[config.mk]
export PLATFORM = sky130hd
export DESIGN_NAME = sha1_byte_stream_hasher_flat
export DESIGN_NICKNAME = d
export VERILOG_FILES = /design/src/rtl/sha1bs_pkg.sv /design/src/rtl/sha1bs_if.sv /design/src/rtl/sha1bs_sched.sv /design/src/rtl/sha1bs_round.sv /design/src/rtl/sha1_byte_stream_hasher.sv /design/src/flat_wrapper.sv
export SDC_FILE = /design/constraint.sdc
export NUM_CORES = 2
export LEC_CHECK = 0
export ABC_AREA = 1
export BUFFER_PORTS_ARGS = -buffer_cell sky130_fd_sc_hd__buf_4
export CAP_MARGIN = 20
export CORE_ASPECT_RATIO = 1.1
export CORE_UTILIZATION = 50
export CTS_BUF_LIST = sky130_fd_sc_hd__clkbuf_4 sky130_fd_sc_hd__clkbuf_8
export CTS_CLUSTER_SIZE = 8
export DETAILED_ROUTE_END_ITERATION = 16
export GPL_TIMING_DRIVEN = 0
export PLACE_DENSITY = 0.65
export REMOVE_ABC_BUFFERS = 1
export SLEW_MARGIN = 10
export SYNTH_ARGS = -nofsm -noshare
export SYNTH_HDL_FRONTEND = slang
export SYNTH_SLANG_ARGS = --single-unit
export TNS_END_PERCENT = 50
[constraint.sdc]
create_clock -name clk -period 22.5 [get_ports clk]
set_clock_uncertainty 0.05 [all_clocks]
set_input_delay 1.125 -clock clk [delete_from_list [all_inputs] [get_ports clk]]
set_output_delay 1.125 -clock clk [all_outputs]
set_load 0.02 [all_outputs]
[src/rtl/sha1bs_pkg.sv]
// ----------------------------------------------------------------------------
// sha1bs_pkg
// Shared constants and control types for the SHA-1 byte stream hasher.
// ----------------------------------------------------------------------------
package sha1bs_pkg;

  localparam int unsigned ROUNDS      = 80;
  localparam int unsigned BLOCK_BYTES = 64;
  localparam int unsigned LEN_POS     = 56;
  localparam int unsigned NUM_WORDS   = 5;

  localparam logic [31:0] H_INIT [NUM_WORDS] = '{
    32'h6745_2301, 32'hEFCD_AB89, 32'h98BA_DCFE, 32'h1032_5476, 32'hC3D2_E1F0
  };

  localparam logic [31:0] K_0 = 32'h5A82_7999;
  localparam logic [31:0] K_1 = 32'h6ED9_EBA1;
  localparam logic [31:0] K_2 = 32'h8F1B_BCDC;
  localparam logic [31:0] K_3 = 32'hCA62_C1D6;

  localparam logic [7:0] PAD_BYTE = 8'h80;

  // operation of the round unit in one cycle
  typedef enum logic [2:0] {
    RW_HOLD,
    RW_LOAD,
    RW_ROUND,
    RW_ADD,
    RW_ROT,
    RW_INIT
  } rnd_op_t;

  typedef struct packed {
    rnd_op_t    op;
    logic [6:0] rnd;
  } rnd_ctl_t;

  typedef struct packed {
    logic       byte_en;
    logic       word_en;
    logic       round_en;
    logic [7:0] byte_val;
  } sched_ctl_t;

endpackage

[src/rtl/sha1bs_if.sv]
// ----------------------------------------------------------------------------
// sha1bs_in_if / sha1bs_out_if
// Valid/ready channels for message bytes and digest words.
// ----------------------------------------------------------------------------
interface sha1bs_in_if;
  logic       valid;
  logic       ready;
  logic [7:0] data_byte;
  logic       byte_present;
  logic       end_of_message;

  modport source (output valid, output data_byte, output byte_present,
                  output end_of_message, input ready);
  modport sink   (input valid, input data_byte, input byte_present,
                  input end_of_message, output ready);
endinterface

interface sha1bs_out_if;
  logic        valid;
  logic        ready;
  logic [31:0] digest_word;
  logic [2:0]  word_index;
  logic        last_word;

  modport source (output valid, output digest_word, output word_index,
                  output last_word, input ready);
  modport sink   (input valid, input digest_word, input word_index,
                  input last_word, output ready);
endinterface

[src/rtl/sha1bs_sched.sv]
// ----------------------------------------------------------------------------
// sha1bs_sched
// Byte packer and 16-word message schedule shift line.
// ----------------------------------------------------------------------------
module sha1bs_sched import sha1bs_pkg::*; (
  input  logic        clk,
  input  sched_ctl_t  ctl,
  output logic [31:0] w_out
);

  logic [23:0] acc_r;
  logic [31:0] sr_r [16];
  logic [31:0] mix;
  logic [31:0] new_w;

  assign mix   = sr_r[13] ^ sr_r[8] ^ sr_r[2] ^ sr_r[0];
  assign new_w = ctl.round_en ? {mix[30:0], mix[31]} : {acc_r, ctl.byte_val};
  assign w_out = sr_r[0];

  always_ff @(posedge clk) begin
    if (ctl.byte_en) begin
      acc_r <= {acc_r[15:0], ctl.byte_val};
    end
    // oldest word sits at index 0
    if (ctl.round_en || (ctl.byte_en && ctl.word_en)) begin
      for (int j = 0; j < 15; j++) begin
        sr_r[j] <= sr_r[j+1];
      end
      sr_r[15] <= new_w;
    end
  end

endmodule

[src/rtl/sha1bs_round.sv]
// ----------------------------------------------------------------------------
// sha1bs_round
// Shared SHA-1 round unit with working and chaining registers.
// ----------------------------------------------------------------------------
module sha1bs_round import sha1bs_pkg::*; (
  input  logic        clk,
  input  logic        rst_n,
  input  rnd_ctl_t    ctl,
  input  logic [31:0] w_in,
  output logic [31:0] digest_word
);

  logic [31:0] ch_r [NUM_WORDS];
  logic [31:0] wk_r [NUM_WORDS];
  logic [31:0] f;
  logic [31:0] k;
  logic [31:0] t;
  logic [31:0] a, b, c, d, e;

  assign a = wk_r[0];
  assign b = wk_r[1];
  assign c = wk_r[2];
  assign d = wk_r[3];
  assign e = wk_r[4];

  always_comb begin
    if (ctl.rnd < 7'd20) begin
      f = (b & c) | (~b & d);
      k = K_0;
    end else if (ctl.rnd < 7'd40) begin
      f = b ^ c ^ d;
      k = K_1;
    end else if (ctl.rnd < 7'd60) begin
      f = (b & c) | (b & d) | (c & d);
      k = K_2;
    end else begin
      f = b ^ c ^ d;
      k = K_3;
    end
    t = {a[26:0], a[31:27]} + f + e + k + w_in;
  end

  assign digest_word = ch_r[0];

  always_ff @(posedge clk) begin
    case (ctl.op)
      RW_LOAD: begin
        for (int i = 0; i < NUM_WORDS; i++) wk_r[i] <= ch_r[i];
      end
      RW_ROUND: begin
        wk_r[4] <= d;
        wk_r[3] <= c;
        wk_r[2] <= {b[1:0], b[31:2]};
        wk_r[1] <= a;
        wk_r[0] <= t;
      end
      default: begin
      end
    endcase
  end

  always_ff @(posedge clk) begin
    if (!rst_n) begin
      for (int i = 0; i < NUM_WORDS; i++) ch_r[i] <= H_INIT[i];
    end else begin
      case (ctl.op)
        RW_ADD: begin
          for (int i = 0; i < NUM_WORDS; i++) ch_r[i] <= ch_r[i] + wk_r[i];
        end
        // rotate so the next digest word shows at index 0
        RW_ROT: begin
          for (int i = 0; i < NUM_WORDS - 1; i++) ch_r[i] <= ch_r[i+1];
          ch_r[NUM_WORDS-1] <= ch_r[0];
        end
        RW_INIT: begin
          for (int i = 0; i < NUM_WORDS; i++) ch_r[i] <= H_INIT[i];
        end
        default: begin
        end
      endcase
    end
  end

endmodule

[src/rtl/sha1_byte_stream_hasher.sv]
// A beat that neither fills a block nor ends the message is taken and ready stays high.
// A beat that completes a 64-byte block holds ready low through the 80 rounds of the
// single round unit and then the chaining add. End of message: padding is fed one byte
// a cycle, paused while a full block is hashed (9 to 72 bytes, one or two blocks),
// then five digest beats, one per cycle when the sink is ready.
// Reset (synchronous, active low): chaining words to the initial values, counts cleared.
// ----------------------------------------------------------------------------
// sha1_byte_stream_hasher
// SHA-1 digest of a byte stream with one shared round unit and a sequencer.
// ----------------------------------------------------------------------------
module sha1_byte_stream_hasher import sha1bs_pkg::*; (
  input  logic              clk,
  input  logic              rst_n,
  sha1bs_in_if.sink         in_ch,
  sha1bs_out_if.source      out_ch
);

  typedef enum logic [2:0] {
    S_IDLE,
    S_PAD,
    S_ROUND,
    S_ADD,
    S_OUT
  } state_t;

  typedef enum logic [1:0] {
    PH_ONE,
    PH_ZERO,
    PH_LEN
  } pad_ph_t;

  state_t      state_r, state_nxt;
  pad_ph_t     ph_r, ph_nxt;
  logic [5:0]  fill_r, fill_nxt;
  logic [60:0] count_r, count_nxt;
  logic        eom_r, eom_nxt;
  logic [2:0]  len_idx_r, len_idx_nxt;
  logic        len_done_r, len_done_nxt;
  logic [6:0]  rnd_r, rnd_nxt;
  logic [2:0]  out_idx_r, out_idx_nxt;

  sched_ctl_t  sctl;
  rnd_ctl_t    rctl;
  logic [31:0] w_cur;
  logic [31:0] digest;
  logic [63:0] bit_len;
  logic [7:0]  len_byte;
  logic        blk_full;

  assign bit_len  = {count_r, 3'b000};
  assign len_byte = bit_len[8*(7 - len_idx_r) +: 8];
  assign blk_full = (fill_r == 6'(BLOCK_BYTES - 1));

  always_comb begin
    state_nxt    = state_r;
    ph_nxt       = ph_r;
    fill_nxt     = fill_r;
    count_nxt    = count_r;
    eom_nxt      = eom_r;
    len_idx_nxt  = len_idx_r;
    len_done_nxt = len_done_r;
    rnd_nxt      = rnd_r;
    out_idx_nxt  = out_idx_r;
    sctl         = '0;
    rctl.op      = RW_HOLD;
    rctl.rnd     = rnd_r;
    in_ch.ready  = 1'b0;

    case (state_r)
      S_IDLE: begin
        in_ch.ready = 1'b1;
        if (in_ch.valid) begin
          eom_nxt      = in_ch.end_of_message;
          ph_nxt       = PH_ONE;
          len_idx_nxt  = '0;
          len_done_nxt = 1'b0;
          if (in_ch.byte_present) begin
            count_nxt     = count_r + 61'd1;
            sctl.byte_en  = 1'b1;
            sctl.byte_val = in_ch.data_byte;
            sctl.word_en  = (fill_r[1:0] == 2'b11);
            fill_nxt      = fill_r + 6'd1;
          end
          if (in_ch.byte_present && blk_full) begin
            rctl.op   = RW_LOAD;
            rnd_nxt   = '0;
            state_nxt = S_ROUND;
          end else if (in_ch.end_of_message) begin
            state_nxt = S_PAD;
          end
        end
      end
      S_PAD: begin
        sctl.byte_en = 1'b1;
        sctl.word_en = (fill_r[1:0] == 2'b11);
        fill_nxt     = fill_r + 6'd1;
        case (ph_r)
          PH_ONE:  sctl.byte_val = PAD_BYTE;
          PH_ZERO: sctl.byte_val = 8'h00;
          default: sctl.byte_val = len_byte;
        endcase
        if (ph_r == PH_LEN) begin
          len_idx_nxt = len_idx_r + 3'd1;
          if (len_idx_r == 3'd7) len_done_nxt = 1'b1;
        end else begin
          // length field starts at byte 56 of the last block
          ph_nxt = (fill_r == 6'(LEN_POS - 1)) ? PH_LEN : PH_ZERO;
        end
        if (blk_full) begin
          rctl.op   = RW_LOAD;
          rnd_nxt   = '0;
          state_nxt = S_ROUND;
        end
      end
      S_ROUND: begin
        rctl.op       = RW_ROUND;
        sctl.round_en = 1'b1;
        rnd_nxt       = rnd_r + 7'd1;
        if (rnd_r == 7'(ROUNDS - 1)) state_nxt = S_ADD;
      end
      S_ADD: begin
        rctl.op = RW_ADD;
        if (len_done_r) begin
          out_idx_nxt = '0;
          state_nxt   = S_OUT;
        end else if (eom_r) begin
          state_nxt = S_PAD;
        end else begin
          state_nxt = S_IDLE;
        end
      end
      S_OUT: begin
        if (out_ch.ready) begin
          if (out_idx_r == 3'(NUM_WORDS - 1)) begin
            rctl.op      = RW_INIT;
            count_nxt    = '0;
            eom_nxt      = 1'b0;
            len_done_nxt = 1'b0;
            state_nxt    = S_IDLE;
          end else begin
            rctl.op     = RW_ROT;
            out_idx_nxt = out_idx_r + 3'd1;
          end
        end
      end
      default: state_nxt = S_IDLE;
    endcase
  end

  always_ff @(posedge clk) begin
    if (!rst_n) begin
      state_r    <= S_IDLE;
      ph_r       <= PH_ONE;
      fill_r     <= '0;
      count_r    <= '0;
      eom_r      <= 1'b0;
      len_idx_r  <= '0;
      len_done_r <= 1'b0;
      rnd_r      <= '0;
      out_idx_r  <= '0;
    end else begin
      state_r    <= state_nxt;
      ph_r       <= ph_nxt;
      fill_r     <= fill_nxt;
      count_r    <= count_nxt;
      eom_r      <= eom_nxt;
      len_idx_r  <= len_idx_nxt;
      len_done_r <= len_done_nxt;
      rnd_r      <= rnd_nxt;
      out_idx_r  <= out_idx_nxt;
    end
  end

  assign out_ch.valid       = (state_r == S_OUT);
  assign out_ch.digest_word = digest;
  assign out_ch.word_index  = out_idx_r;
  assign out_ch.last_word   = (out_idx_r == 3'(NUM_WORDS - 1));

  sha1bs_sched u_sched (
    .clk   (clk),
    .ctl   (sctl),
    .w_out (w_cur)
  );

  sha1bs_round u_round (
    .clk         (clk),
    .rst_n       (rst_n),
    .ctl         (rctl),
    .w_in        (w_cur),
    .digest_word (digest)
  );

endmodule

[src/flat_wrapper.sv]
// flat-port wrapper written by rule: the top's interface ports become plain ports
module sha1_byte_stream_hasher_flat import sha1bs_pkg::*;
  (clk, rst_n, in_ch_valid, in_ch_data_byte, in_ch_byte_present, in_ch_end_of_message, in_ch_ready, out_ch_valid, out_ch_digest_word, out_ch_word_index, out_ch_last_word, out_ch_ready);
  sha1bs_in_if in_ch_i ();
  sha1bs_out_if out_ch_i ();
  input  logic clk;
  input  logic rst_n;
  input wire logic [$bits(in_ch_i.valid)-1:0] in_ch_valid;
  input wire logic [$bits(in_ch_i.data_byte)-1:0] in_ch_data_byte;
  input wire logic [$bits(in_ch_i.byte_present)-1:0] in_ch_byte_present;
  input wire logic [$bits(in_ch_i.end_of_message)-1:0] in_ch_end_of_message;
  output wire logic [$bits(in_ch_i.ready)-1:0] in_ch_ready;
  output wire logic [$bits(out_ch_i.valid)-1:0] out_ch_valid;
  output wire logic [$bits(out_ch_i.digest_word)-1:0] out_ch_digest_word;
  output wire logic [$bits(out_ch_i.word_index)-1:0] out_ch_word_index;
  output wire logic [$bits(out_ch_i.last_word)-1:0] out_ch_last_word;
  input wire logic [$bits(out_ch_i.ready)-1:0] out_ch_ready;
  assign in_ch_i.valid = in_ch_valid;
  assign in_ch_i.data_byte = in_ch_data_byte;
  assign in_ch_i.byte_present = in_ch_byte_present;
  assign in_ch_i.end_of_message = in_ch_end_of_message;
  assign in_ch_ready = in_ch_i.ready;
  assign out_ch_valid = out_ch_i.valid;
  assign out_ch_digest_word = out_ch_i.digest_word;
  assign out_ch_word_index = out_ch_i.word_index;
  assign out_ch_last_word = out_ch_i.last_word;
  assign out_ch_i.ready = out_ch_ready;
  sha1_byte_stream_hasher u_core (.clk(clk), .rst_n(rst_n), .in_ch(in_ch_i), .out_ch(out_ch_i));
endmodule
==> run summary <==
Max cap viols = 0
Main synth FF type = edfxtp_1
LEAKAGE = 24.2 nW
Critical path fanouts, max = 14
Hold Path Class = reg -> reg
Hold path startpoint = u_core.u_sched.sr_r[1][196]
Wire length per cell = 24.5 microns
Port Buffers = 51
Netlist cell types = 54
Final TNS setup = 0 ps
DRC viols = 0
Crit path buf inv count = 4
EDFF count, synth = 856
Die area = 0.108 sq mm
Hold buffer count at cts = 0
Fin nets = 6428
CP Launch Type = flip-flop
Worst slack at placement = 15380 ps
Number of global-route vias before repair = 41000
Worst Path Required = 23080 ps
Clock Sink Count = 943
Area growth from synthesis to layout = 10.3%
Routed via count = 42300
Initial drt markers = 3798
Synthesized cell area = 0.0535 sq mm
Hold endpoint = u_core.u_sched.sr_r[1][164]
Post-synthesis compound-gate area fraction = 8.40%
Final setup viols = 0
Final-report max-slew violation count = 0
Crit-path cells = inv_1, nor2_1, nand3_2, nand2_2, o22ai_1, a21oi_1, fa_1, inv_1, fa_1, fa_1, inv_1, ha_1, inv_1, fa_1, o21bai_1, nand2_1, nand2_1, nand3_1, nand3_1, nand2_1, nand3_1, nand2_1
Global route overflow = 0
All-Layer GR Usage = 34.4%
Max Clk Rate = 0.137 GHz
Worst-path clk slew = 60 ps
Layout fillers = 9711
Share of layout cells above drive strength 1 = 6.46%
R2R Path End = u_core.u_round.wk_r[0][25]
CTS Buf Count = 160
Sequential area share after synthesis = 51.3%
Synth warnings = 0
VDD IR-drop max = 70.3 uV
Synth Area in Adders = 9.77%
Hold Fails Final Rpt = 0
Total power = 0.00372 W
Die Y = 345 microns
Xor/xnor share of the synthesized area = 2.06%
Critical path's slowest cell = nor2_1
Worst rel slew slack = 21.7%
I/O Pins = 52
Hold Path Depth = 0
Initial antenna violation count = 1
Worst Tran Pin Value = 1170 ps
Delay-heaviest family, CP = simple AND/OR/NAND/NOR gates
H-tree Lvls = 4
Worst stage delay on the critical path = 800 ps
Fraction of registers with async set/reset = 0%
Routability congestion estimate = 1.03
Critical path class = reg -> reg
Routed Antenna Nets = 0
Routed wire length = 185000 microns
DIE WIDTH = 314 microns
DR pass1 iterations = 5
Fin crit share = 32.4%
Post-CTS Resized = 0
Worst EP arrival = 7870 ps
Post-Synth Simple-Gate Area = 21.2%
DR vias/cell = 5.59
Clk root buf = clkbuf_8
R2R Path Start = u_core.rnd_r[5]
# rows = 125
Mux cell area share after synthesis = 0%
Reg2reg setup slack = 15220 ps
Dpl hpwl = 144000 microns
Syn avg cell area = 8.98 sq um
Post-CTS setup buffers = 0
Clk buf depth = 3
Initial Util = 50.5%
Reg2reg path depth = 22
Largest net degree at the start of global routing = 109
Crit. End Element = flip-flop
Power per cell area = 63.1 mW/mm^2
First-pass GRT wire length = 269000 microns
Core box area = 0.106 sq mm
Largest family of logic cells by synthesized area = simple AND/OR/NAND/NOR gates
Status = finished, final reports clean
Mapped Cells = 5962
Yosys reg bits = 943
TritonCTS clock tree = built
Post-layout min period = 7280 ps
Worst-Skew Late Latency = 930 ps
RSZ-0062 raised after global routing = false
Setup slack after layout = 15220 ps
-- worst register-to-register path: stages, from the launching register on --
cell      delay [ps]
dfxtp_1          400
inv_1             90
nor2_1           800
nand3_2          620
nand2_2          510
o22ai_1          120
a21oi_1          500
fa_1             520
inv_1             90
fa_1             430
fa_1             490
inv_1             70
ha_1             260
inv_1            110
fa_1             450
o21bai_1         560
nand2_1          110
nand2_1          280
nand3_1          250
nand3_1          150
nand2_1           50
nand3_1          100
nand2_1           60
-- worst max path at each step --
| stage | startpoint | endpoint | slack, ps | cells past startpoint |
|---|---|---|---|---|
| 2_1_floorplan | u_core.state_r[1] | u_core.u_sched.sr_r[0][0] | -1460 | 6 |
| 3_3_place_gp | u_core.state_r[1] | u_core.u_sched.sr_r[0][122] | -23020 | 6 |
| 3_5_place_dp | u_core.rnd_r[4] | u_core.u_round.wk_r[0][25] | 15380 | 22 |
| 4_1_cts | u_core.rnd_r[4] | u_core.u_round.wk_r[0][25] | 15380 | 22 |
| 5_1_grt | u_core.rnd_r[5] | u_core.u_round.wk_r[0][25] | 15120 | 22 |
| 6_report | u_core.rnd_r[5] | u_core.u_round.wk_r[0][25] | 15220 | 22 |
-- flip-flops by register name, indices dropped and copies added (netlist names) --
| name | count |
|---|---|
| u_core.u_sched.sr_r | 512 |
| u_core.u_round.ch_r | 160 |
| u_core.u_round.wk_r | 160 |
| u_core.count_r | 61 |
| u_core.u_sched.acc_r | 24 |
| u_core.rnd_r | 7 |
| u_core.fill_r | 6 |
| u_core.len_idx_r | 3 |
| u_core.out_ch.word_index | 3 |
| u_core.state_r | 3 |
| u_core.ph_r | 2 |
| u_core.eom_r | 1 |
| u_core.len_done_r | 1 |
-- logic make-up after synthesis --
kind of cell | count (synthesis)
DFF | 943
and+or+nand+nor | 2719
AOI/OAI and AO/OA | 834
adders and majority gates | 346
xor gates and xnor gates | 126
buffers and inverters | 994
-- power by group --
group | internal, W | switching (W)
sequential | 0.00194 | 0.0000298
combinational | 0.0000578 | 0.000133
clock | 0.000813 | 0.000752
total | 0.00281 | 0.000914
-- cell usage after synthesis (12+ instances only) --
library cell     n  area (sq um)
clkbuf_1        73           274
edfxtp_1       856         25700
nand3b_1        18           135
nand3_1        363          1820
o21ai_0        369          1850
o22ai_1         29           181
nor2_1         468          1760
nor4_1          12          75.1
nand2_1       1622          6090
o21bai_1        39           293
buf_2           28           140
xnor2_1        118          1030
ha_1           226          2830
o211ai_1        14           105
a21oi_1        331          1660
nor3_1          75           375
buf_4           33           248
dfxtp_1         87          1740
nand4_1         93           582
or2_2           28           175
inv_1          844          3170
fa_1           120          2400
-- layout make-up --
type | instances | area, sq um | share of cell area (%)
clock buffers | 205 | 2560 | 4.34
flip-flops and latches | 943 | 27400 | 46.5
multi-input cells | 4025 | 22200 | 37.7
repair buffers | 87 | 1230 | 2.09
well taps | 1397 | 1750 | 2.96
diodes | 2 | 5.00 | 0.00848
clock inverters | 66 | 567 | 0.961
inverters | 851 | 3210 | 5.44
-- placed cells by master (no fill, tap or decap), types with 18 or more instances in the layout --
master	Yosys	final
edfxtp_1	856	856
buf_16	0	20
clkinv_2	0	19
clkbuf_4	0	42
o22ai_1	29	29
nand3_1	363	361
clkinv_1	4	31
ha_1	226	226
nand2_1	1622	1620
xnor2_1	118	118
a21oi_1	331	331
or2_2	28	28
nor2_1	468	465
nand3b_1	18	18
dfxtp_1	87	86
nor3_1	75	75
buf_4	33	51
fa_1	120	120
clkbuf_8	0	163
o21bai_1	39	39
inv_1	844	840
o21ai_0	369	369
nand4_1	93	93
-- routing by layer --
metal / vias to the layer above / global-route usage [%] / wire, microns
met1: 20400 / 42.8 / 73600
met4: 0 / 21.2 / 12300
met2: 1522 / 56.4 / 88100
met3: 388 / 5.03 / 11400
li1: 20100 / - / -
met5: - / 0 / 0
-- through the flow --
stage | cell area (sq um) | hold WS, ps | cells | utilization, %
2_1_floorplan | 52800 | 350 | 5819 | -
6_report | 59000 | 344 | 7576 | 55.7
3_5_place_dp | 55900 | 355 | 7303 | 52.8
4_1_cts | 59000 | 352 | 7574 | 55.7
5_1_grt | 59000 | 357 | 7575 | 55.7
3_3_place_gp | 54900 | 351 | 7267 | 51.9
No activity file was read; power rests on OpenSTA's default activity.
